File: src/rtl/sxd_pkg.sv
package sxd_pkg;

	localparam int STORE_SIZE  = 112;
	localparam int CHAN_W      = 7;
	localparam int BYTE_W      = 8;
	localparam int FRAME_IDX_W = 3;
	localparam int FRAME_POS_W = 4;
	localparam int ZERO_RUN_W  = 3;

	localparam logic [ZERO_RUN_W-1:0] ZERO_RUN_MAX  = 3'd4;
	localparam logic [ZERO_RUN_W-1:0] ZERO_RUN_SYNC = 3'd3;
	localparam logic [1:0]            NO_TRACK      = 2'd2;

	// Config register indexes
	localparam logic CFG_SCOPE_ENABLE    = 1'b0;
	localparam logic CFG_TRIGGER_CHANNEL = 1'b1;

	typedef enum logic [1:0] {
		CMD_CLOCK = 2'd0,
		CMD_WRITE = 2'd1,
		CMD_READ  = 2'd2,
		CMD_TRACK = 2'd3
	} cmd_t;

	typedef enum logic [1:0] {
		PH_SYNC = 2'd0,
		PH_ADDR = 2'd1,
		PH_DATA = 2'd2
	} phase_t;

	typedef struct packed {
		logic              we;
		logic [CHAN_W-1:0] addr;
		logic [BYTE_W-1:0] data;
	} store_wr_t;

	typedef struct packed {
		logic              drive_enable;
		logic              drive_level;
		logic              scope_level;
		logic              request_refused;
		logic              track_power;
		logic              write_pending;
		logic              store_valid;
		logic [CHAN_W-1:0] stored_channel;
		logic [BYTE_W-1:0] stored_value;
	} result_t;

endpackage

File: src/rtl/sxd_in_if.sv
interface sxd_in_if;
	logic       valid;
	logic       ready;
	logic [1:0] cmd;
	logic       bus_bit;
	logic [6:0] chan;
	logic [7:0] value;

	modport source(output valid, cmd, bus_bit, chan, value, input ready);
	modport sink(input valid, cmd, bus_bit, chan, value, output ready);
endinterface

File: src/rtl/sxd_out_if.sv
interface sxd_out_if;
	logic       valid;
	logic       ready;
	logic       drive_enable;
	logic       drive_level;
	logic       scope_level;
	logic [7:0] read_value;
	logic       request_refused;
	logic       track_power;
	logic       write_pending;
	logic       store_valid;
	logic [6:0] stored_channel;
	logic [7:0] stored_value;

	modport source(output valid, drive_enable, drive_level, scope_level, read_value,
		request_refused, track_power, write_pending, store_valid, stored_channel,
		stored_value, input ready);
	modport sink(input valid, drive_enable, drive_level, scope_level, read_value,
		request_refused, track_power, write_pending, store_valid, stored_channel,
		stored_value, output ready);
endinterface

File: src/rtl/sxd_store.sv
module sxd_store (
	input  logic                        clk,
	input  logic                        arst_n,
	input  sxd_pkg::store_wr_t          wr,
	input  logic                        rd_en,
	input  logic [sxd_pkg::CHAN_W-1:0]  rd_addr,
	output logic [sxd_pkg::BYTE_W-1:0]  rd_data
);

	logic [sxd_pkg::BYTE_W-1:0] mem [sxd_pkg::STORE_SIZE];
	logic [sxd_pkg::STORE_SIZE-1:0] valid_q;
	logic [sxd_pkg::BYTE_W-1:0] rdata_q;
	logic rhit_q;
	logic rd_in_range;

	assign rd_in_range = rd_addr < sxd_pkg::CHAN_W'(sxd_pkg::STORE_SIZE);

	always_ff @(posedge clk) begin
		if (wr.we) begin
			mem[wr.addr] <= wr.data;
		end
		if (rd_en) begin
			rdata_q <= mem[rd_addr];
		end
	end

	// Entry not yet written reads as zero
	always_ff @(posedge clk or negedge arst_n) begin
		if (!arst_n) begin
			valid_q <= '0;
			rhit_q  <= 1'b0;
		end else begin
			if (wr.we) begin
				valid_q[wr.addr] <= 1'b1;
			end
			if (rd_en) begin
				rhit_q <= rd_in_range && valid_q[rd_addr];
			end
		end
	end

	assign rd_data = rhit_q ? rdata_q : '0;

endmodule

File: src/rtl/sxd_ctrl.sv
module sxd_ctrl #(
	parameter int DATA_FRAMES = 7
) (
	input  logic                        clk,
	input  logic                        arst_n,
	input  logic                        cfg_we,
	input  logic                        cfg_idx,
	input  logic [sxd_pkg::CHAN_W-1:0]  cfg_data,
	input  logic                        fire,
	input  sxd_pkg::cmd_t               cmd,
	input  logic                        bus_bit,
	input  logic [sxd_pkg::CHAN_W-1:0]  chan,
	input  logic [sxd_pkg::BYTE_W-1:0]  value,
	output sxd_pkg::store_wr_t          wr,
	output sxd_pkg::result_t            res
);

	localparam logic [sxd_pkg::FRAME_IDX_W-1:0] LAST_FRAME =
		sxd_pkg::FRAME_IDX_W'(DATA_FRAMES - 1);
	localparam logic [sxd_pkg::FRAME_IDX_W:0] NUM_FRAMES =
		(sxd_pkg::FRAME_IDX_W + 1)'(DATA_FRAMES);

	logic scope_en_q;
	logic [sxd_pkg::CHAN_W-1:0] trig_chan_q;

	sxd_pkg::phase_t phase_q, phase_d;
	logic [sxd_pkg::ZERO_RUN_W-1:0]  zero_run_q, zero_run_d;
	logic [2:0]                      abit_q, abit_d;
	logic [3:0]                      base_q, base_d;
	logic [sxd_pkg::FRAME_IDX_W-1:0] fidx_q, fidx_d;
	logic [sxd_pkg::FRAME_POS_W-1:0] fpos_q, fpos_d;
	logic [sxd_pkg::BYTE_W-1:0]      shift_q, shift_d;
	logic                            track_seen_q, track_seen_d;
	logic [1:0]                      track_req_q, track_req_d;
	logic                            pend_q, pend_d;
	logic                            inj_q, inj_d;
	logic [sxd_pkg::CHAN_W-1:0]      pend_ch_q, pend_ch_d;
	logic [sxd_pkg::BYTE_W-1:0]      pend_byte_q, pend_byte_d;
	logic                            oe_q, oe_d;
	logic                            ol_q, ol_d;
	logic                            scope_q, scope_d;

	logic [sxd_pkg::CHAN_W-1:0]      frame_ch;
	logic [sxd_pkg::FRAME_IDX_W:0]   fidx_inc;
	logic                            is_sep;
	logic                            is_dbit;
	logic [2:0]                      dbit_idx;
	logic                            refused;

	assign frame_ch = {LAST_FRAME - fidx_q, ~base_q};
	assign fidx_inc = {1'b0, fidx_q} + 1'b1;

	// Frame bit layout: data bit 0 at 0, separators at 2/5/8, end at 11
	always_comb begin
		is_sep   = 1'b0;
		is_dbit  = 1'b0;
		dbit_idx = 3'd0;
		unique case (fpos_q)
			4'd2, 4'd5, 4'd8: is_sep = 1'b1;
			4'd1:  begin is_dbit = 1'b1; dbit_idx = 3'd1; end
			4'd3:  begin is_dbit = 1'b1; dbit_idx = 3'd2; end
			4'd4:  begin is_dbit = 1'b1; dbit_idx = 3'd3; end
			4'd6:  begin is_dbit = 1'b1; dbit_idx = 3'd4; end
			4'd7:  begin is_dbit = 1'b1; dbit_idx = 3'd5; end
			4'd9:  begin is_dbit = 1'b1; dbit_idx = 3'd6; end
			4'd10: begin is_dbit = 1'b1; dbit_idx = 3'd7; end
			default: ;
		endcase
	end

	always_comb begin
		phase_d      = phase_q;
		zero_run_d   = zero_run_q;
		abit_d       = abit_q;
		base_d       = base_q;
		fidx_d       = fidx_q;
		fpos_d       = fpos_q;
		shift_d      = shift_q;
		track_seen_d = track_seen_q;
		track_req_d  = track_req_q;
		pend_d       = pend_q;
		inj_d        = inj_q;
		pend_ch_d    = pend_ch_q;
		pend_byte_d  = pend_byte_q;
		oe_d         = oe_q;
		ol_d         = ol_q;
		scope_d      = scope_q;
		refused      = 1'b0;
		wr           = '0;

		unique case (cmd)
			sxd_pkg::CMD_CLOCK: begin
				unique case (phase_q)
					sxd_pkg::PH_ADDR: begin
						unique case (abit_q)
							3'd0: begin
								track_seen_d = bus_bit;
								if (track_req_q != sxd_pkg::NO_TRACK) begin
									oe_d = 1'b1;
									ol_d = track_req_q[0];
								end
							end
							3'd1: begin
								if (track_req_q != sxd_pkg::NO_TRACK) begin
									track_req_d = sxd_pkg::NO_TRACK;
									oe_d        = 1'b0;
								end
							end
							3'd2: base_d[3] = bus_bit;
							3'd3: base_d[2] = bus_bit;
							3'd5: base_d[1] = bus_bit;
							3'd6: base_d[0] = bus_bit;
							3'd7: begin
								phase_d = sxd_pkg::PH_DATA;
								fidx_d  = '0;
								fpos_d  = '0;
								shift_d = '0;
							end
							default: ;
						endcase
						abit_d = abit_q + 3'd1;
					end
					sxd_pkg::PH_DATA: begin
						if (is_sep) begin
							if (inj_q) begin
								ol_d = 1'b1;
							end
							fpos_d = fpos_q + 1'b1;
						end else if (fpos_q == '0) begin
							if (pend_q && frame_ch == pend_ch_q) begin
								oe_d  = 1'b1;
								ol_d  = pend_byte_q[0];
								inj_d = 1'b1;
							end else begin
								oe_d  = 1'b0;
								inj_d = 1'b0;
							end
							shift_d = {{(sxd_pkg::BYTE_W-1){1'b0}}, bus_bit};
							fpos_d  = fpos_q + 1'b1;
							if (scope_en_q) begin
								scope_d = frame_ch == trig_chan_q;
							end
						end else if (is_dbit) begin
							if (inj_q) begin
								ol_d = pend_byte_q[dbit_idx];
							end
							shift_d[dbit_idx] = bus_bit;
							fpos_d = fpos_q + 1'b1;
						end else begin
							// end of frame
							if (inj_q) begin
								ol_d   = 1'b1;
								oe_d   = 1'b0;
								inj_d  = 1'b0;
								pend_d = 1'b0;
							end
							if (frame_ch < sxd_pkg::CHAN_W'(sxd_pkg::STORE_SIZE)) begin
								wr.we   = 1'b1;
								wr.addr = frame_ch;
								wr.data = shift_q;
							end
							fpos_d = '0;
							if (fidx_inc >= NUM_FRAMES) begin
								fidx_d     = '0;
								phase_d    = sxd_pkg::PH_SYNC;
								zero_run_d = '0;
							end else begin
								fidx_d  = fidx_inc[sxd_pkg::FRAME_IDX_W-1:0];
								shift_d = '0;
							end
						end
					end
					default: begin
						if (!bus_bit) begin
							if (zero_run_q < sxd_pkg::ZERO_RUN_MAX) begin
								zero_run_d = zero_run_q + 1'b1;
							end
						end else if (zero_run_q == sxd_pkg::ZERO_RUN_SYNC) begin
							phase_d = sxd_pkg::PH_ADDR;
							base_d  = '0;
							abit_d  = '0;
						end else begin
							zero_run_d = '0;
						end
					end
				endcase
			end
			sxd_pkg::CMD_WRITE: begin
				if (pend_q) begin
					refused = 1'b1;
				end else begin
					pend_ch_d   = chan;
					pend_byte_d = value;
					pend_d      = 1'b1;
				end
			end
			sxd_pkg::CMD_READ: ;
			sxd_pkg::CMD_TRACK: begin
				if (value <= sxd_pkg::BYTE_W'(1)) begin
					track_req_d = value[1:0];
				end
			end
			default: ;
		endcase
	end

	always_comb begin
		res.drive_enable    = oe_d;
		res.drive_level     = oe_d & ol_d;
		res.scope_level     = scope_d;
		res.request_refused = refused;
		res.track_power     = track_seen_d;
		res.write_pending   = pend_d;
		res.store_valid     = wr.we;
		res.stored_channel  = wr.addr;
		res.stored_value    = wr.data;
	end

	always_ff @(posedge clk or negedge arst_n) begin
		if (!arst_n) begin
			scope_en_q  <= 1'b0;
			trig_chan_q <= '0;
		end else if (cfg_we) begin
			unique case (cfg_idx)
				sxd_pkg::CFG_SCOPE_ENABLE:    scope_en_q  <= cfg_data[0];
				sxd_pkg::CFG_TRIGGER_CHANNEL: trig_chan_q <= cfg_data;
				default: ;
			endcase
		end
	end

	always_ff @(posedge clk or negedge arst_n) begin
		if (!arst_n) begin
			phase_q      <= sxd_pkg::PH_SYNC;
			zero_run_q   <= '0;
			abit_q       <= '0;
			base_q       <= '0;
			fidx_q       <= '0;
			fpos_q       <= '0;
			shift_q      <= '0;
			track_seen_q <= 1'b0;
			track_req_q  <= sxd_pkg::NO_TRACK;
			pend_q       <= 1'b0;
			inj_q        <= 1'b0;
			pend_ch_q    <= '0;
			pend_byte_q  <= '0;
			oe_q         <= 1'b0;
			ol_q         <= 1'b0;
			scope_q      <= 1'b0;
		end else if (fire) begin
			phase_q      <= phase_d;
			zero_run_q   <= zero_run_d;
			abit_q       <= abit_d;
			base_q       <= base_d;
			fidx_q       <= fidx_d;
			fpos_q       <= fpos_d;
			shift_q      <= shift_d;
			track_seen_q <= track_seen_d;
			track_req_q  <= track_req_d;
			pend_q       <= pend_d;
			inj_q        <= inj_d;
			pend_ch_q    <= pend_ch_d;
			pend_byte_q  <= pend_byte_d;
			oe_q         <= oe_d;
			ol_q         <= ol_d;
			scope_q      <= scope_d;
		end
	end

endmodule

File: src/rtl/selectrix_bus_frame_decoder.sv
// A result is registered and valid in the cycle after its transaction is accepted.
// Throughput: 1 transaction per cycle unless the output stalls; decoder state
// updates in the accept cycle, as does the channel store read or write.
// Reset (arst_n low) returns the decoder to sync search and marks all 112
// store entries unwritten at once, so they read as zero; no clearing pass.
module selectrix_bus_frame_decoder #(
	parameter int DATA_FRAMES = 7
) (
	input  logic               clk,
	input  logic               arst_n,
	input  logic               cfg_we,
	input  logic               cfg_idx,
	input  logic [6:0]         cfg_data,
	sxd_in_if.sink             in_ch,
	sxd_out_if.source          out_ch
);

	logic fire;
	logic rd_en;
	sxd_pkg::cmd_t      cmd;
	sxd_pkg::store_wr_t wr;
	sxd_pkg::result_t   res;
	sxd_pkg::result_t   res_s1;
	logic               valid_s1;
	logic               rd_s1;
	logic [sxd_pkg::BYTE_W-1:0] rd_data;

	assign cmd         = sxd_pkg::cmd_t'(in_ch.cmd);
	assign in_ch.ready = !valid_s1 || out_ch.ready;
	assign fire        = in_ch.valid && in_ch.ready;
	assign rd_en       = fire && cmd == sxd_pkg::CMD_READ;

	sxd_ctrl #(
		.DATA_FRAMES(DATA_FRAMES)
	) u_ctrl (
		.clk     (clk),
		.arst_n  (arst_n),
		.cfg_we  (cfg_we),
		.cfg_idx (cfg_idx),
		.cfg_data(cfg_data),
		.fire    (fire),
		.cmd     (cmd),
		.bus_bit (in_ch.bus_bit),
		.chan    (in_ch.chan),
		.value   (in_ch.value),
		.wr      (wr),
		.res     (res)
	);

	sxd_store u_store (
		.clk    (clk),
		.arst_n (arst_n),
		.wr     (fire ? wr : '0),
		.rd_en  (rd_en),
		.rd_addr(in_ch.chan),
		.rd_data(rd_data)
	);

	always_ff @(posedge clk or negedge arst_n) begin
		if (!arst_n) begin
			valid_s1 <= 1'b0;
		end else if (in_ch.ready) begin
			valid_s1 <= in_ch.valid;
		end
	end

	always_ff @(posedge clk or negedge arst_n) begin
		if (!arst_n) begin
			rd_s1 <= 1'b0;
		end else if (fire) begin
			rd_s1 <= rd_en;
		end
	end

	always_ff @(posedge clk) begin
		if (fire) begin
			res_s1 <= res;
		end
	end

	assign out_ch.valid           = valid_s1;
	assign out_ch.drive_enable    = res_s1.drive_enable;
	assign out_ch.drive_level     = res_s1.drive_level;
	assign out_ch.scope_level     = res_s1.scope_level;
	assign out_ch.read_value      = rd_s1 ? rd_data : '0;
	assign out_ch.request_refused = res_s1.request_refused;
	assign out_ch.track_power     = res_s1.track_power;
	assign out_ch.write_pending   = res_s1.write_pending;
	assign out_ch.store_valid     = res_s1.store_valid;
	assign out_ch.stored_channel  = res_s1.stored_channel;
	assign out_ch.stored_value    = res_s1.stored_value;

endmodule

File: src/flat_wrapper.sv
// flat-port wrapper written by rule: the top's interface ports become plain ports
module selectrix_bus_frame_decoder_flat 
#(
	parameter int DATA_FRAMES = 7
)
  (clk, arst_n, cfg_we, cfg_idx, cfg_data, in_ch_valid, in_ch_cmd, in_ch_bus_bit, in_ch_chan, in_ch_value, in_ch_ready, out_ch_valid, out_ch_drive_enable, out_ch_drive_level, out_ch_scope_level, out_ch_read_value, out_ch_request_refused, out_ch_track_power, out_ch_write_pending, out_ch_store_valid, out_ch_stored_channel, out_ch_stored_value, out_ch_ready);
  sxd_in_if in_ch_i ();
  sxd_out_if out_ch_i ();
  input  logic clk;
  input  logic arst_n;
  input  logic cfg_we;
  input  logic cfg_idx;
  input  logic [6:0] cfg_data;
  input wire logic [$bits(in_ch_i.valid)-1:0] in_ch_valid;
  input wire logic [$bits(in_ch_i.cmd)-1:0] in_ch_cmd;
  input wire logic [$bits(in_ch_i.bus_bit)-1:0] in_ch_bus_bit;
  input wire logic [$bits(in_ch_i.chan)-1:0] in_ch_chan;
  input wire logic [$bits(in_ch_i.value)-1:0] in_ch_value;
  output wire logic [$bits(in_ch_i.ready)-1:0] in_ch_ready;
  output wire logic [$bits(out_ch_i.valid)-1:0] out_ch_valid;
  output wire logic [$bits(out_ch_i.drive_enable)-1:0] out_ch_drive_enable;
  output wire logic [$bits(out_ch_i.drive_level)-1:0] out_ch_drive_level;
  output wire logic [$bits(out_ch_i.scope_level)-1:0] out_ch_scope_level;
  output wire logic [$bits(out_ch_i.read_value)-1:0] out_ch_read_value;
  output wire logic [$bits(out_ch_i.request_refused)-1:0] out_ch_request_refused;
  output wire logic [$bits(out_ch_i.track_power)-1:0] out_ch_track_power;
  output wire logic [$bits(out_ch_i.write_pending)-1:0] out_ch_write_pending;
  output wire logic [$bits(out_ch_i.store_valid)-1:0] out_ch_store_valid;
  output wire logic [$bits(out_ch_i.stored_channel)-1:0] out_ch_stored_channel;
  output wire logic [$bits(out_ch_i.stored_value)-1:0] out_ch_stored_value;
  input wire logic [$bits(out_ch_i.ready)-1:0] out_ch_ready;
  assign in_ch_i.valid = in_ch_valid;
  assign in_ch_i.cmd = in_ch_cmd;
  assign in_ch_i.bus_bit = in_ch_bus_bit;
  assign in_ch_i.chan = in_ch_chan;
  assign in_ch_i.value = in_ch_value;
  assign in_ch_ready = in_ch_i.ready;
  assign out_ch_valid = out_ch_i.valid;
  assign out_ch_drive_enable = out_ch_i.drive_enable;
  assign out_ch_drive_level = out_ch_i.drive_level;
  assign out_ch_scope_level = out_ch_i.scope_level;
  assign out_ch_read_value = out_ch_i.read_value;
  assign out_ch_request_refused = out_ch_i.request_refused;
  assign out_ch_track_power = out_ch_i.track_power;
  assign out_ch_write_pending = out_ch_i.write_pending;
  assign out_ch_store_valid = out_ch_i.store_valid;
  assign out_ch_stored_channel = out_ch_i.stored_channel;
  assign out_ch_stored_value = out_ch_i.stored_value;
  assign out_ch_i.ready = out_ch_ready;
  selectrix_bus_frame_decoder #(.DATA_FRAMES(DATA_FRAMES)) u_core (.clk(clk), .arst_n(arst_n), .cfg_we(cfg_we), .cfg_idx(cfg_idx), .cfg_data(cfg_data), .in_ch(in_ch_i), .out_ch(out_ch_i));
endmodule
File: config.mk
export PLATFORM = sky130hd
export DESIGN_NAME = selectrix_bus_frame_decoder_flat
export DESIGN_NICKNAME = d
export VERILOG_FILES = /design/src/rtl/sxd_pkg.sv /design/src/rtl/sxd_in_if.sv /design/src/rtl/sxd_out_if.sv /design/src/rtl/sxd_store.sv /design/src/rtl/sxd_ctrl.sv /design/src/rtl/selectrix_bus_frame_decoder.sv /design/src/flat_wrapper.sv
export SDC_FILE = /design/constraint.sdc
export NUM_CORES = 1
export LEC_CHECK = 0
export BUFFER_PORTS_ARGS = -buffer_cell sky130_fd_sc_hd__buf_2
export CORE_MARGIN = 10
export CORE_UTILIZATION = 45
export CTS_CLUSTER_SIZE = 16
export DETAILED_ROUTE_END_ITERATION = 10
export PLACE_DENSITY = 0.65
export SETUP_SLACK_MARGIN = 0.3
export SLEW_MARGIN = 10
export SYNTH_ARGS = -nofsm -noshare
export SYNTH_HDL_FRONTEND = slang
export SYNTH_SLANG_ARGS = --single-unit
File: constraint.sdc
create_clock -name clk -period 10.35 [get_ports clk]
set_clock_uncertainty 0.1 [all_clocks]
set_input_delay 2.07 -clock clk [delete_from_list [all_inputs] [get_ports clk]]
set_output_delay 2.07 -clock clk [all_outputs]
set_load 0.05 [all_outputs]
# Yosys cells after proc, flatten, opt, wreduce, memory -nomap -nowiden
# Memory sizes are Yosys's and may differ from the RTL's. A register that Yosys moved wholly into a read port is not among the register bits.
# Index checks and enable logic that the tools add are counted.
dict set report totals {
  inputBits 31
  wordCells 242
  n_memories 1
  ram_bits 896
  latch_bits 0
  mem_bits_ro 0
  register_bits 195
}
# name words width read_ports rd_clocked_by_memory_dff write_ports line
set mem_list {}
lappend mem_list {u_core.u_store.mem 112 8 1 1 1 sxd_store.sv:10} ;# logic [sxd_pkg::BYTE_W-1:0] mem [sxd_pkg::STORE_SIZE];
dict set report classes {
  n_mux 108
  addsub 5
  order_cmp 10
  n_mul 0
  n_reduce_logical 35
  shifts 0
  bitwise 8
  eq_ne 41
  div 0
}
# cell count
set ops {}
lappend ops {{$mux 16} 7}
lappend ops {{$or 112x112->112} 1}
lappend ops {{$mux 8} 7}
lappend ops {{$mux 1} 45}
lappend ops {{$mux 3} 14}
lappend ops {{$reduce_and 6->1} 6}
lappend ops {{$mux 4} 6}
lappend ops {{$mux 2} 11}
lappend ops {{$pmux 3 s7} 1}
lappend ops {{$pmux 3 s2} 3}
lappend ops {{$reduce_and 9->1} 2}
lappend ops {{$eq 4x3->1 const B} 4}
lappend ops {{$lt 7x8->1 const B} 2}
lappend ops {{$ne 2x2->1 const B} 8}
lappend ops {{$pmux 4 s2} 2}
lappend ops {{$pmux 8 s2} 1}
lappend ops {{$eq 7x7->1} 2}
lappend ops {{$lt 7x7->1 const B} 2}
lappend ops {{$ne 2x1->1 const B} 7}
lappend ops {{$eq 4x4->1 const B} 3}
lappend ops {{$reduce_and 5->1} 2}
lappend ops {{$eq 3x2->1 const B} 3}
lappend ops {{$eq 3x3->1 const B} 3}
lappend ops {{$reduce_bool 3->1} 3}
lappend ops {{other kinds (40)} 62}

# Logic depth before layout (Yosys ltp)
dict set report logic_depth {
  depth_word 14
  depth_mapped 10
  mapped_depth_nobuf 8
}

# By module
# From an unflattened synthesis, not the netlist that was laid out.
dict set report unflattened {
  hier_cells 2392
  hier_area_um2 44212.4
}
# module instances seq_area_each_um2 area_per_inst_um2 cells_per_inst
set by_module_without_submodules {}
lappend by_module_without_submodules {sxd_store 1 29973.7 39464.1 1938}
lappend by_module_without_submodules {sxd_ctrl 1 1452.6 3819.9 397}
lappend by_module_without_submodules {selectrix_bus_frame_decoder 1 710.7 928.4 57}

# Worst setup path after synthesis
# OpenSTA, ideal clock, no wires.
dict set report synth_path {
  path_kind {input to register}
  from {input port out_ch_ready}
  to {memory u_core.u_store.mem[0][0] (netlist name) (data pin)}
  path_slack_ns 4.945
  setup_time_ns 0.493
  required_time_ns 9.757
  cell_stages 5
  t_arrival_ns 4.812
  path_cell_list {nand2b_1 > nand3_1 > and3b_1 > buf_2 > and2_1}
}
# item line
set synth_rtl {}
lappend synth_rtl {{from (decl)} flat_wrapper.sv:31} ;# input wire logic [$bits(out_ch_i.ready)-1:0] out_ch_ready;
lappend synth_rtl {{to (decl)} sxd_store.sv:10}

# Final worst setup path
dict set report layout_path {
  from {input port out_ch_ready}
  to {memory u_core.u_store.mem[91][3] (netlist name) (enable)}
}
dict set report layout_via {
  elab_chain_cells 5
}
# item line
set layout_rtl {}
lappend layout_rtl {{$logic_or 1x1->1 (*)} selectrix_bus_frame_decoder.sv:29} ;# assign in_ch.ready = !valid_s1 || out_ch.ready;
lappend layout_rtl {{$logic_and 1x1->1 (*)} selectrix_bus_frame_decoder.sv:30} ;# assign fire = in_ch.valid && in_ch.ready;
lappend layout_rtl {{named net u_core.fire} selectrix_bus_frame_decoder.sv:18} ;# logic fire;
lappend layout_rtl {{$mux 16 (*)} selectrix_bus_frame_decoder.sv:53} ;# .wr (fire ? wr : '0),
lappend layout_rtl {{$mux 1} sxd_store.sv:19} ;# if (wr.we) begin
lappend layout_rtl {{$mux 1 (implied by the code)} sxd_store.sv:20} ;# mem[wr.addr] <= wr.data;
# The timed path passes the listed nets; every way through them passes the cells marked *.

==> flow_summary.ini <==
[synth]
ys_top_cells_by_area = edfxtp_1 (63%), mux4_2 (14%), dfrtp_1 (9.8%)
synth.avg_cell_area_um2 = 19.3
synth_cell_types = 66
synth_top_area_share_pct = 63.1
synth_area_mm2 = 0.0441
synth_cells = 2282
ys_seq_area_share_pct = 73.0
syn_nets = 2330
ys_ff_latch = 1099
synth_edf_count = 926
yosys.area.top_type = edfxtp_1
synth-main-ff-cell = edfxtp_1
async_reset_ff_share_pct = 15.7
yosysWarnings = 0

[drt]
wl_per_cell_um = 27.5
first_iter_violations = 2383
viasPerCell = 6.03
wl_um = 102000
drc = 0
detail-route-antenna-nets = 0
num_vias = 22382
drtPass1Iterations = 7

[final_layout]
fill_cells = 7542
multiInputGateArea_mm2 = 0.0112
layout_common_cells = edfxtp_1 (926), mux4_2 (280), dfrtp_1 (172)
fin_nets = 2392
drive_above_1_share_pct = 25.1
seqCellArea_mm2 = 0.0321
final_area_mm2 = 0.0490
area_growth_pct = 11.3
final_common_cell = edfxtp_1

[global_route]
antenna_found_initial = 4
overflow = 0
grt_pass1_wl_um = 154000
grtUsageTotal_pct = 18.3
grt_pass1_vias = 22727
grt_max_degree = 110

[clock_network]
cts-root-buf = clkbuf_16
ctsResizeCount = 0
path_clk_slew_ns = 0.06
cts_buffers = 106
insertion_delay_ns = 0.67
cts_sinks = 1099
tritoncts = done
post_cts_buffers = 0
clockBufferDepth = 3
hold_buffers = 0
cts_max_level = 3

[die]
die_w_um = 333
initial_core_util_pct = 45.5
std_cell_rows = 114
coreArea_mm2 = 0.0969
die_y_um = 333
num_io_pins = 63
dieArea_mm2 = 0.111

[sta]
period_needed_ns = 5.04
period_share_pct = 48.7
whs_ns = 0.361
rsz0062_at_grt = false
hold_viol = 0
setup_viol = 0
finalWorstSetupSlack_ns = 5.31
drv_slew = 0
finalSetupTns_ns = 0
fmax_ghz = 0.198
tightest_slew_ns = 1.16
relSlewSlack_pct = 22.8

[worst_setup_path]
cpMaxStageDelayCell = clkinv_1
startpoint_type = input port
end_kind = flip-flop
crit_arrival_ns = 5.28
path_cells = buf_2, nand2b_1, nand2_1, clkinv_1, nand4_1, nor2_1, nand2_1, buf_4, nor2_1
critPathMaxStageDelay_ns = 0.86
crit_family = simple AND/OR/NAND/NOR gates
critPathKind = input port to flip-flop
worst-path-buf-inv = 3
critical_path_required_ns = 10.59
cp_max_fo = 29

[power]
max-vdd-ir-drop_mv = 0.138
powerDensity_mw_per_mm2 = 182
leakage_nw = 15.8

[placement]
dp_worst_setup_slack_ns = 4.62
dp_hpwl_um = 61800
placedInstanceArea_mm2 = 0.0456
gp_congestion = 0.860
portBuffers = 62

[hold_path]
hold_class = flip-flop to flip-flop

[status]
status = completed

[job]
max_cap_violations = 0
cell type report:
type                       count  area share [%]
inverter                      24           0.184
antenna                        2          0.0102
sequential                  1099            65.6
multi-input combinational   1025            22.9
timing repair buffer          88            1.23
tap                         1276            3.26
clock buffer                 133            5.81
clock inverter                65            1.08
kinds of logic after synthesis:
logic type | Yosys count | synth area share [%]
buffers and inverters | 158 | 1.65
xor gates and xnor gates | 17 | 0.338
DFF | 1099 | 73.0
adders and majority gates | 17 | 0.483
AOI/OAI and AO/OA | 243 | 4.03
and+or+nand+nor | 393 | 4.43
muxes | 355 | 16.1
flip-flops by register name, indices dropped and copies added (netlist names), 4 cells and up:
name                          flops
u_core.out_ch.stored_channel      7
u_core.u_ctrl.base_q              4
u_core.u_ctrl.pend_ch_q           7
u_core.u_ctrl.trig_chan_q         7
u_core.out_ch.stored_value        8
u_core.u_store.mem              896
u_core.u_ctrl.shift_q             8
u_core.u_ctrl.fpos_q              4
u_core.u_store.rdata_q            8
u_core.u_ctrl.pend_byte_q         8
u_core.u_store.valid_q          112
worst paths after layout:
| check | endpoint | cells past startpoint | slack, ns | startpoint |
|---|---|---|---|---|
| setup / recovery | u_core.u_store.mem[91][3] | 9 | 5.31 | out_ch_ready |
| hold / removal | u_core.u_store.valid_q[62] | 1 | 0.36 | u_core.u_store.valid_q[62] |
| setup reg to reg | u_core.u_store.mem[38][3] | 8 | 5.96 | u_core.u_ctrl.fpos_q[0] |
| hold reg to reg | u_core.u_store.valid_q[62] | 1 | 0.36 | u_core.u_store.valid_q[62] |
| max in group asynchronous | u_core.u_store.valid_q[12] | 2 | 7.43 | arst_n |
| min in group asynchronous | u_core.u_ctrl.trig_chan_q[5] | 1 | 1.37 | arst_n |
worst register-to-register path, stage by stage (launching register included):
cell	delay, ns
dfrtp_1	0.41
inv_1	0.11
ha_1	0.34
nor3_1	0.27
a2bb2oi_2	0.42
and2_1	0.26
nor2b_1	0.25
nand4_1	0.84
nor2_1	1.01
report_power, final:
part	internal [W]	total [W]	switching, W
Combinational	0.000136	0.000369	0.000233
Clock	0.00210	0.00374	0.00164
Sequential	0.00478	0.00481	0.0000295
Total	0.00702	0.00892	0.00190
Yosys cell counts, drive strengths merged (21+ instances only):
master  instances
mux4          280
nand2          61
o21bai         73
edfxtp        926
nand3          25
a22o           21
nor2b          21
and2           25
clkbuf         62
dfrtp         172
mux2i          39
inv            23
buf            72
mux2           36
o21ai          29
or2            41
nor2          141
metal layers:
| layer | wire (um) | vias up | share of wire, % | GRT usage, % |
|---|---|---|---|---|
| li1 | - | 9388 | - | - |
| met1 | 43200 | 11974 | 42 | 26.2 |
| met2 | 49000 | 871 | 48 | 28.9 |
| met3 | 7570 | 143 | 7.4 | 3.19 |
| met4 | 2200 | 6 | 2.2 | 4.94 |
| met5 | 34 | - | 0.033 | 0 |
stage by stage:
stage / cells / utilization (%) / power, W
detailed placement: 3511 / 47.1 / 0.00527
finish: 3712 / 50.6 / 0.00892
floorplan: 2282 / - / 0.00516
global route: 3710 / 50.6 / 0.00919
global placement: 3511 / 47.1 / 0.00526
CTS: 3709 / 50.6 / 0.00898
Note: power is estimated with default switching activity, not from simulation.
